File: config.mk
export PLATFORM = sky130hd
export DESIGN_NAME = utf8_to_ucs2_decoder_core
export DESIGN_NICKNAME = d
export VERILOG_FILES = /design/src/design/u8u2_pkg.sv /design/src/design/utf8_to_ucs2_decoder_core.sv
export SDC_FILE = /design/constraint.sdc
export NUM_CORES = 1
export LEC_CHECK = 0
export BUFFER_PORTS_ARGS = -buffer_cell sky130_fd_sc_hd__buf_2
export CAP_MARGIN = 25
export CORE_MARGIN = 2
export CORE_UTILIZATION = 40
export DETAILED_ROUTE_END_ITERATION = 10
export GPL_ROUTABILITY_DRIVEN = 0
export MAX_ROUTING_LAYER = met4
export PLACE_DENSITY = 0.66
export RECOVER_POWER = 50
export SYNTH_ARGS = -nofsm -noshare
export SYNTH_HDL_FRONTEND = slang
export SYNTH_SLANG_ARGS = --single-unit
File: constraint.sdc
create_clock -name clk -period 3.15 [get_ports clk]
set_clock_uncertainty 0.1 [all_clocks]
set_input_delay 0.315 -clock clk [delete_from_list [all_inputs] [get_ports clk]]
set_output_delay 0.315 -clock clk [all_outputs]
set_load 0.05 [all_outputs]
File: src/design/u8u2_pkg.sv
// ----------------------------------------------------------------------------
// u8u2_pkg
// Shared widths, byte classification codes, the '?' unit and skip count, and the
// result type of the UTF-8 to 16-bit code unit decoder.
// ----------------------------------------------------------------------------
`default_nettype none

package u8u2_pkg;

	localparam int BYTE_W = 8;
	localparam int UNIT_W = 16;

	// lead byte classification: (byte & mask) == code
	localparam logic [BYTE_W-1:0] LEAD2_MASK = 8'hE0;
	localparam logic [BYTE_W-1:0] LEAD2_CODE = 8'hC0;
	localparam logic [BYTE_W-1:0] LEAD3_MASK = 8'hF0;
	localparam logic [BYTE_W-1:0] LEAD3_CODE = 8'hE0;

	// code unit given for an unsupported lead byte ('?')
	localparam logic [UNIT_W-1:0] UNKNOWN_CHAR = 16'h003F;

	// continuation bytes left when an unsupported lead byte starts a skip
	localparam logic [1:0] SKIP_COUNT = 2'd3;

	// one result: code unit and end-of-string mark
	typedef struct packed {
		logic [UNIT_W-1:0] code_unit;
		logic              last;
	} result_t;

endpackage : u8u2_pkg

`default_nettype wire

File: src/design/utf8_to_ucs2_decoder_core.sv
// Results of an accepted byte are registered in the result queue, whose head
// drives the output.
// Throughput: one byte per cycle while the queue has room for two results; a
// terminator that closes a partial sequence yields two code units (3-entry queue).
// Reset: arst_n clears the decode state and empties the result queue at once.
// ----------------------------------------------------------------------------
// utf8_to_ucs2_decoder_core
// Decodes a zero-terminated UTF-8 byte stream into 16-bit code units, with a
// zero code unit marked by tlast at the end of each string.
// ----------------------------------------------------------------------------
`default_nettype none

module utf8_to_ucs2_decoder_core
	import u8u2_pkg::*;
(
	input  wire logic              clk,
	input  wire logic              arst_n,

	input  wire logic              s_axis_tvalid,
	output logic                   s_axis_tready,
	input  wire logic [BYTE_W-1:0] s_axis_tdata,   // [7:0] in_byte

	output logic                   m_axis_tvalid,
	input  wire logic              m_axis_tready,
	output logic [UNIT_W-1:0]      m_axis_tdata,   // [15:0] code_unit
	output logic                   m_axis_tlast    // last
);

	// The queue must take two results while still holding one: depth three
	// keeps one byte per cycle flowing with one unit waiting at the output.
	localparam int QUEUE_DEPTH = 3;

	// decode state
	logic [1:0]        bytes_left_q;
	logic              skipping_q;
	logic [UNIT_W-1:0] partial_q;

	logic [1:0]        bytes_left_d;
	logic              skipping_d;
	logic [UNIT_W-1:0] partial_d;

	// results of the byte in hand
	logic [1:0]        n_push;
	result_t           res0;
	result_t           res1;

	// result queue, head at entry 0
	result_t           queue_q [QUEUE_DEPTH];
	result_t           queue_d [QUEUE_DEPTH];
	result_t           shifted [QUEUE_DEPTH];
	logic [1:0]        count_q;
	logic [1:0]        count_d;
	logic [1:0]        wr_pos;

	logic              in_fire;
	logic              out_fire;
	logic [UNIT_W-1:0] merged;
	logic [BYTE_W-1:0] b;

	// Accept only while the queue has room for two results.
	assign s_axis_tready = (count_q < 2'(QUEUE_DEPTH - 1));
	assign in_fire       = s_axis_tvalid && s_axis_tready;
	assign out_fire      = m_axis_tvalid && m_axis_tready;
	assign b             = s_axis_tdata;

	assign m_axis_tvalid = (count_q != 2'd0);
	assign m_axis_tdata  = queue_q[0].code_unit;
	assign m_axis_tlast  = queue_q[0].last;

	// Place the continuation bits: second-to-last byte lands at [11:6], last at [5:0].
	always_comb begin
		if (bytes_left_q == 2'd2) begin
			merged = partial_q | {4'd0, b[5:0], 6'd0};
		end else begin
			merged = partial_q | {10'd0, b[5:0]};
		end
	end

	// Byte decode: next state and up to two results.
	always_comb begin
		bytes_left_d = bytes_left_q;
		skipping_d   = skipping_q;
		partial_d    = partial_q;
		n_push       = 2'd0;
		res0         = '{code_unit: '0, last: 1'b0};
		res1         = '{code_unit: '0, last: 1'b1};

		if (b == '0) begin
			// terminator: flush any open sequence, then the closing zero unit
			if (bytes_left_q != 2'd0 && !skipping_q) begin
				res0   = '{code_unit: partial_q, last: 1'b0};
				n_push = 2'd2;
			end else begin
				res0   = '{code_unit: '0, last: 1'b1};
				n_push = 2'd1;
			end
			bytes_left_d = 2'd0;
			skipping_d   = 1'b0;
			partial_d    = '0;
		end else if (bytes_left_q != 2'd0) begin
			bytes_left_d = bytes_left_q - 2'd1;
			if (skipping_q) begin
				// drop the byte; end the skip on the last one
				if (bytes_left_q == 2'd1) begin
					skipping_d = 1'b0;
				end
			end else if (bytes_left_q == 2'd1) begin
				res0      = '{code_unit: merged, last: 1'b0};
				n_push    = 2'd1;
				partial_d = '0;
			end else begin
				partial_d = merged;
			end
		end else if (!b[BYTE_W-1]) begin
			// plain ASCII passes through
			res0   = '{code_unit: {{(UNIT_W-BYTE_W){1'b0}}, b}, last: 1'b0};
			n_push = 2'd1;
		end else if ((b & LEAD2_MASK) == LEAD2_CODE) begin
			partial_d    = {5'd0, b[4:0], 6'd0};
			bytes_left_d = 2'd1;
		end else if ((b & LEAD3_MASK) == LEAD3_CODE) begin
			partial_d    = {b[3:0], 12'd0};
			bytes_left_d = 2'd2;
		end else begin
			// unsupported lead: emit '?' and skip the next three bytes
			res0         = '{code_unit: UNKNOWN_CHAR, last: 1'b0};
			n_push       = 2'd1;
			skipping_d   = 1'b1;
			bytes_left_d = SKIP_COUNT;
			partial_d    = '0;
		end
	end

	// Queue update: advance the head on a pop, then append at the tail.
	always_comb begin
		for (int i = 0; i < QUEUE_DEPTH - 1; i++) begin
			shifted[i] = out_fire ? queue_q[i+1] : queue_q[i];
		end
		shifted[QUEUE_DEPTH-1] = queue_q[QUEUE_DEPTH-1];

		wr_pos = count_q - {1'b0, out_fire};

		for (int i = 0; i < QUEUE_DEPTH; i++) begin
			queue_d[i] = shifted[i];
			if (in_fire && n_push != 2'd0 && 2'(i) == wr_pos) begin
				queue_d[i] = res0;
			end
			if (in_fire && n_push == 2'd2 && 2'(i) == wr_pos + 2'd1) begin
				queue_d[i] = res1;
			end
		end

		count_d = wr_pos + (in_fire ? n_push : 2'd0);
	end

	always_ff @(posedge clk or negedge arst_n) begin
		if (!arst_n) begin
			bytes_left_q <= 2'd0;
			skipping_q   <= 1'b0;
			partial_q    <= '0;
			count_q      <= 2'd0;
		end else begin
			count_q <= count_d;
			if (in_fire) begin
				bytes_left_q <= bytes_left_d;
				skipping_q   <= skipping_d;
				partial_q    <= partial_d;
			end
		end
	end

	// payload: no reset needed, only entries below count_q are ever shown
	always_ff @(posedge clk) begin
		for (int i = 0; i < QUEUE_DEPTH; i++) begin
			queue_q[i] <= queue_d[i];
		end
	end

endmodule : utf8_to_ucs2_decoder_core

`default_nettype wire

==> impl_metrics.json, run 1 <==
{
  "dominantRegCellSynth": "dfxtp_1",
  "clk_latency_ns": 0.34,
  "max_freq_mhz": 376,
  "ant_nets": 0,
  "syn-cell-area_sq_um": 3550,
  "wl_per_cell_um": 16.3,
  "fp.dieH_um": 98.3,
  "cp-start-kind": "flop",
  "hold_path_end": "partial_q[13]",
  "worstSetupEndpointType": "flop",
  "post-dp-hpwl_mm": 5.79,
  "hold_depth": 3,
  "vias_per_cell": 5.65,
  "diodes": 0,
  "rr_worst_depth": 6,
  "tritoncts.num_buffers": 9,
  "post_cts_buffers": 0,
  "p_per_area_nw_per_um2": 1030,
  "fp.dieW_um": 98.3,
  "placedCellCount": 509,
  "yosys_warnings": 0,
  "ios": 31,
  "rows": 34,
  "crit_type": "reg2reg",
  "first_global_vias": 2795,
  "h-tree-depth": 3,
  "hold_path_class": "in2reg",
  "layout-drive-gt1-share": 0.122,
  "grt_max_degree": 35,
  "peakVddDrop_mv": 0.506,
  "period_share": 0.845,
  "synth_edf_count": 0,
  "worstPathArrival_ns": 2.82,
  "ctsHoldBuffers": 1,
  "min_from": "s_axis_tdata[1]",
  "root_buffer": "clkbuf_8",
  "synth_cell_types": 56,
  "finalWorstSetupSlack_ns": 0.487,
  "maxCapViolations": 0,
  "dieArea_sq_um": 9650,
  "yosysTopAreaCellShare": 0.287,
  "reg2reg_from": "bytes_left_q[1]",
  "critical_path_required_ns": 3.31,
  "syn2layout_area_growth_pct": 8.63,
  "grt_usage": 0.187,
  "slew-limit-headroom": 0.215,
  "drt_wl_total_mm": 8.55,
  "tns_ns": 0,
  "r2r_setup_slack_ns": 0.49,
  "ys_ff_latch": 72,
  "fill_cells": 891,
  "tritoncts": "done",
  "async_flop_share": 0.292,
  "cts-resized-gates": 0,
  "final_cell_area_sq_um": 3860,
  "first_pass_iters": 4,
  "rsz0062_at_grt": "false",
  "cp_max_fo": 21,
  "vias": 2974,
  "final_cells": 526,
  "setup_violations": 0,
  "ys_seq_area_frac": 0.435,
  "dpl_cell_area_sq_um": 3670,
  "clock_sinks": 72,
  "worst_slew_pin_slew_ns": 1.18,
  "drc_errors": 0,
  "hold_slack_ns": 0.173,
  "postSynthAreaPerCell_sq_um": 8.82,
  "status": "finished clean",
  "drv_slew": 0,
  "clk_pin_slew_ns": 0.08,
  "finalHoldViolations": 0,
  "syn-num-nets": 417,
  "period_minus_slack_ns": 2.66,
  "ys_top_cells_by_area": "dfxtp_1 (29%), dfrtp_1 (15%), a211oi_1 (7.2%)",
  "initial_core_util": 0.409,
  "port_buffers": 30,
  "overflow": 0,
  "core_sq_um": 8680,
  "p_leak_nw": 1.53,
  "grt_pass1_wl_mm": 14.1,
  "antenna_found_initial": 0,
  "drt_iter0_markers": 282,
  "yosys.area.top_type": "dfxtp_1",
  "utilization": 0.445,
  "synthCells": 403,
  "power.total_mw": 3.96,
  "place_ws_ns": 0.604,
  "ctsLongestPathBuffers": 2,
  "nets": 427,
  "timing.rr.end": "queue_q[0][15]"
}
kinds of logic after synthesis:
family,Yosys count,share of synthesized area
and+or+nand+nor,131,0.174
xor gates and xnor gates,2,0.00493
DFF,72,0.435
adders and majority gates,2,0.00704
muxes,24,0.0676
buffers and inverters,55,0.0859
AOI/OAI and AO/OA,117,0.225
registers in the layout (all words and copies together) (netlist names):
register      cells
queue_q          51
skipping_q        1
partial_q        16
count_q           2
bytes_left_q      2
worst max-delay path, stage by stage (launching register included):
cell and delay (ns):
dfrtp_1 0.55, or2_0 0.45, a31oi_4 0.13, o311ai_4 0.78
buf_4 0.28, a21oi_1 0.05, a211oi_1 0.23
per-layer routing:
layer  wire length [um]  track usage  part of all wire
met1               4090        0.256              0.48
met2               3860        0.278              0.45
met4                105       0.0495             0.012
met5                  0            -                 0
met3                498       0.0465             0.058
layout by cell type, fill, tap and decap left out, types with 2 or more instances in the layout:
master / netlist / layout
and3_1: 14 / 14
nor2_1: 28 / 27
buf_2: 13 / 10
a31oi_1: 2 / 2
a211oi_1: 34 / 34
nor3_1: 4 / 4
a22o_1: 5 / 5
o21ai_0: 7 / 9
clkbuf_1: 6 / 20
o31ai_2: 1 / 2
clkinv_4: 0 / 2
nor2b_1: 2 / 2
dfxtp_1: 51 / 51
buf_4: 20 / 8
clkinv_2: 0 / 2
clkbuf_8: 0 / 10
a22oi_1: 3 / 3
nand2b_1: 3 / 3
o22ai_1: 2 / 2
nor4_1: 3 / 3
ha_1: 2 / 2
mux2i_1: 24 / 24
a21oi_1: 44 / 44
dfrtp_1: 21 / 21
nand2_1: 53 / 53
a221oi_2: 2 / 2
inv_1: 14 / 14
nor2_2: 1 / 2
nand3_1: 14 / 14
synthesized netlist by cell type, types with 2 or more instances:
library cell / count
a31oi_1: 2
a221oi_2: 2
inv_1: 14
a22oi_1: 3
nor2_1: 28
nor4_1: 3
nand2b_1: 3
and3_1: 14
nor2b_1: 2
nand2_1: 53
nand3_1: 14
nor3_1: 4
buf_2: 13
dfxtp_1: 51
o22ai_1: 2
dfrtp_1: 21
a21oi_1: 44
mux2i_1: 24
ha_1: 2
buf_4: 20
clkbuf_1: 6
a211oi_1: 34
o21ai_0: 7
a22o_1: 5
power breakdown:
| group | leakage (nW) | internal [mW] | total, mW | switching, mW |
|---|---|---|---|---|
| Clock | 0.107 | 0.390 | 0.747 | 0.357 |
| Sequential | 0.687 | 1.27 | 1.53 | 0.257 |
| Combinational | 0.740 | 0.575 | 1.69 | 1.11 |
how the worst max path moves through the flow:
| stage | startpoint | end | depth (start not counted) |
|---|---|---|---|
| 2_1_floorplan | count_q[1] | queue_q[0][37] | 11 |
| 3_3_place_gp | bytes_left_q[1] | queue_q[0][15] | 6 |
| 3_5_place_dp | bytes_left_q[1] | queue_q[0][15] | 6 |
| 4_1_cts | bytes_left_q[1] | queue_q[0][15] | 6 |
| 5_1_grt | bytes_left_q[1] | queue_q[0][15] | 6 |
| 6_report | bytes_left_q[1] | queue_q[0][15] | 6 |
final cells by class:
type	instances	area, sq um	area share
Multi-Input combinational cell	276	1720	0.446
Clock inverter	6	66.3	0.0172
Clock buffer	10	138	0.0357
Inverter	15	56.3	0.0146
Timing Repair Buffer	39	195	0.0506
Sequential cell	72	1550	0.401
Tap cell	108	135	0.0350
(Power assumes the default switching activity.)
==> run 2: changes to the inputs <==
- ABC_AREA: default -> 1
- clock period: 3.15 -> 2.7 ns (I/O delays scaled with it)
==> run 2 against run 1 <==
Area after synthesis increased by 19%; via count is 32% higher; clock power grew 28%; critical path depth increased by 6; count of clock-buffer cells in the layout unchanged; critical path type unchanged; largest power group unchanged; highest routed layer unchanged.
==> impl_metrics.json, run 2 <==
{
  "grt_pass1_wl_mm": 17.8,
  "ys_ff_latch": 72,
  "setup_violations": 0,
  "crit_family": "simple AND/OR/NAND/NOR gates",
  "ant_nets": 0,
  "netlist_top_cells_count": "nand2_1 (130), nand3_1 (90), inv_1 (78)",
  "worstSetupEndpointType": "flop",
  "ctsLongestPathBuffers": 2,
  "p_per_area_nw_per_um2": 1210,
  "antenna_found_initial": 0,
  "hold_path_class": "in2reg",
  "postSynthAreaPerCell_sq_um": 6.77,
  "final_common_cell": "nand2_1",
  "status": "finished clean",
  "cp-start-kind": "flop",
  "syn2layout_area_growth_pct": 6.93,
  "post_cts_buffers": 0,
  "diodes": 0,
  "yosysTopAreaCellShare": 0.242,
  "layout_common_cells": "nand2_1 (131), nand3_1 (90), inv_1 (77)",
  "clock_sinks": 72,
  "drt_wl_total_mm": 10.4,
  "drv_slew": 0,
  "synth_edf_count": 0,
  "rsz0062_at_grt": "false",
  "h-tree-depth": 3,
  "crit_buf_inv": 4,
  "core_sq_um": 10300,
  "grt_usage": 0.199,
  "yosys.area.top_type": "dfxtp_1",
  "max_freq_mhz": 406,
  "yosysMostFrequentCell": "nand2_1",
  "met1_length_mm": 5.16,
  "nets": 641,
  "maxCapViolations": 0,
  "ys_top_cells_by_area": "dfxtp_1 (24%), dfrtp_1 (12%), nand2_1 (12%)",
  "period_share": 0.912,
  "fp.dieH_um": 107,
  "syn-num-nets": 638,
  "clk_latency_ns": 0.35,
  "first_pass_iters": 5,
  "tns_ns": 0,
  "period_minus_slack_ns": 2.46,
  "largest_register_ffs": 51,
  "clk_pin_slew_ns": 0.08,
  "top_regs": "queue_q x51, partial_q x16",
  "routed-wl-met3_um": 510,
  "finalHoldViolations": 0,
  "cp_max_fo": 34,
  "slew-limit-headroom": 0.220,
  "dominantRegCellSynth": "dfxtp_1",
  "drc_errors": 0,
  "ys_seq_area_frac": 0.366,
  "cp_slowest_cell": "dfrtp_1",
  "post-dp-hpwl_mm": 7.33,
  "peakVddDrop_mv": 0.497,
  "hold_slack_ns": 0.123,
  "critical_path_required_ns": 2.86,
  "synthCells": 624,
  "dieArea_sq_um": 11400,
  "wl_per_cell_um": 13.6,
  "tritoncts.num_buffers": 9,
  "dr_wl_met2_mm": 4.68,
  "layout-drive-gt1-share": 0.0918,
  "critPathMaxStageDelay_ns": 0.46,
  "synth_cell_types": 39,
  "port_buffers": 30,
  "grt_max_degree": 51,
  "drt_iter0_markers": 201,
  "top_layer_used": "met4",
  "ios": 31,
  "vias": 3912,
  "overflow": 0,
  "yosys_warnings": 0,
  "root_buffer": "clkbuf_8",
  "path_cells": "nor2_1, inv_2, nand2_1, clkinv_1, ha_1, inv_1, nor2_4, nand3_4, nand3_1, nand3_1, nand2_1, inv_1",
  "rows": 37,
  "r2r_setup_slack_ns": 0.24,
  "top_register": "queue_q",
  "first_global_vias": 3627,
  "tritoncts": "done",
  "worst_slew_pin_slew_ns": 1.17,
  "initial_core_util": 0.411,
  "worstPathArrival_ns": 2.62,
  "crit_type": "reg2reg",
  "async_flop_share": 0.292,
  "syn-cell-area_sq_um": 4220,
  "p_leak_nw": 2.21,
  "fp.dieW_um": 107,
  "vias_per_cell": 5.09
}
==> run 2: worst paths after layout <==
kind / cells after the start / startpoint / end
hold reg to reg: 2 / queue_q[0][34] / queue_q[0][34]
hold / removal: 4 / s_axis_tvalid / bytes_left_q[1]
setup / recovery: 12 / count_q[1] / queue_q[0][11]
min in group asynchronous: 2 / arst_n / count_q[0]
max in group asynchronous: 2 / arst_n / partial_q[13]
setup reg to reg: 12 / count_q[1] / queue_q[0][11]
==> run 2: worst min-delay path: stages <==
cell     delay (ns)
buf_2          0.08
nand2_1        0.07
nand2_1        0.06
o31ai_1        0.06
==> run 2: cells by family after synthesis <==
logic type / share of synthesized area
AND/OR/NAND/NOR: 0.366
AO/OA/AOI/OAI: 0.112
buffers and inverters: 0.143
adder cells (fa/ha/maj): 0.00592
XOR/XNOR: 0.00593
flip-flops: 0.366
==> run 2: final cells by class <==
type,instances,area [sq um]
sequential,72,1550
inverter,84,318
timing repair buffer,38,184
multi-input combinational,422,2080
clock inverter,6,93.8
tap,136,170
fill,1096,5760
clock buffer,10,128
==> run 2: layer usage <==
metal | GRT usage | vias to the layer above
li1 | - | 1998
met1 | 0.277 | 1792
met2 | 0.304 | 116
met3 | 0.0383 | 6
met4 | 0.0417 | 0
met5 | - | -
==> run 2: where the power goes <==
part	internal [mW]	total, mW	leakage, nW	switching, mW
clock network	0.525	0.959	0.107	0.434
logic	0.755	2.70	1.40	1.94
registers	1.54	1.82	0.702	0.283
total	2.82	5.48	2.21	2.66
==> run 2: repair_timing <==
action                     CTS  global route
setup endpoints to repair    0             2
hold endpoints to repair    21             0
resized for setup            0             1
hold buffers                 1             0
==> run 2: per-stage QoR <==
stage          area (sq um)  worst slack, ns  cells   util  total power, mW
2_1_floorplan          4230           0.0626    624      -             4.11
3_3_place_gp           4320            0.323    751  0.420             4.48
3_5_place_dp           4320            0.243    751  0.420             4.54
4_1_cts                4550            0.232    768  0.442             5.53
5_1_grt                4520          0.00542    768  0.439             5.94
6_report               4520            0.239    768  0.439             5.48
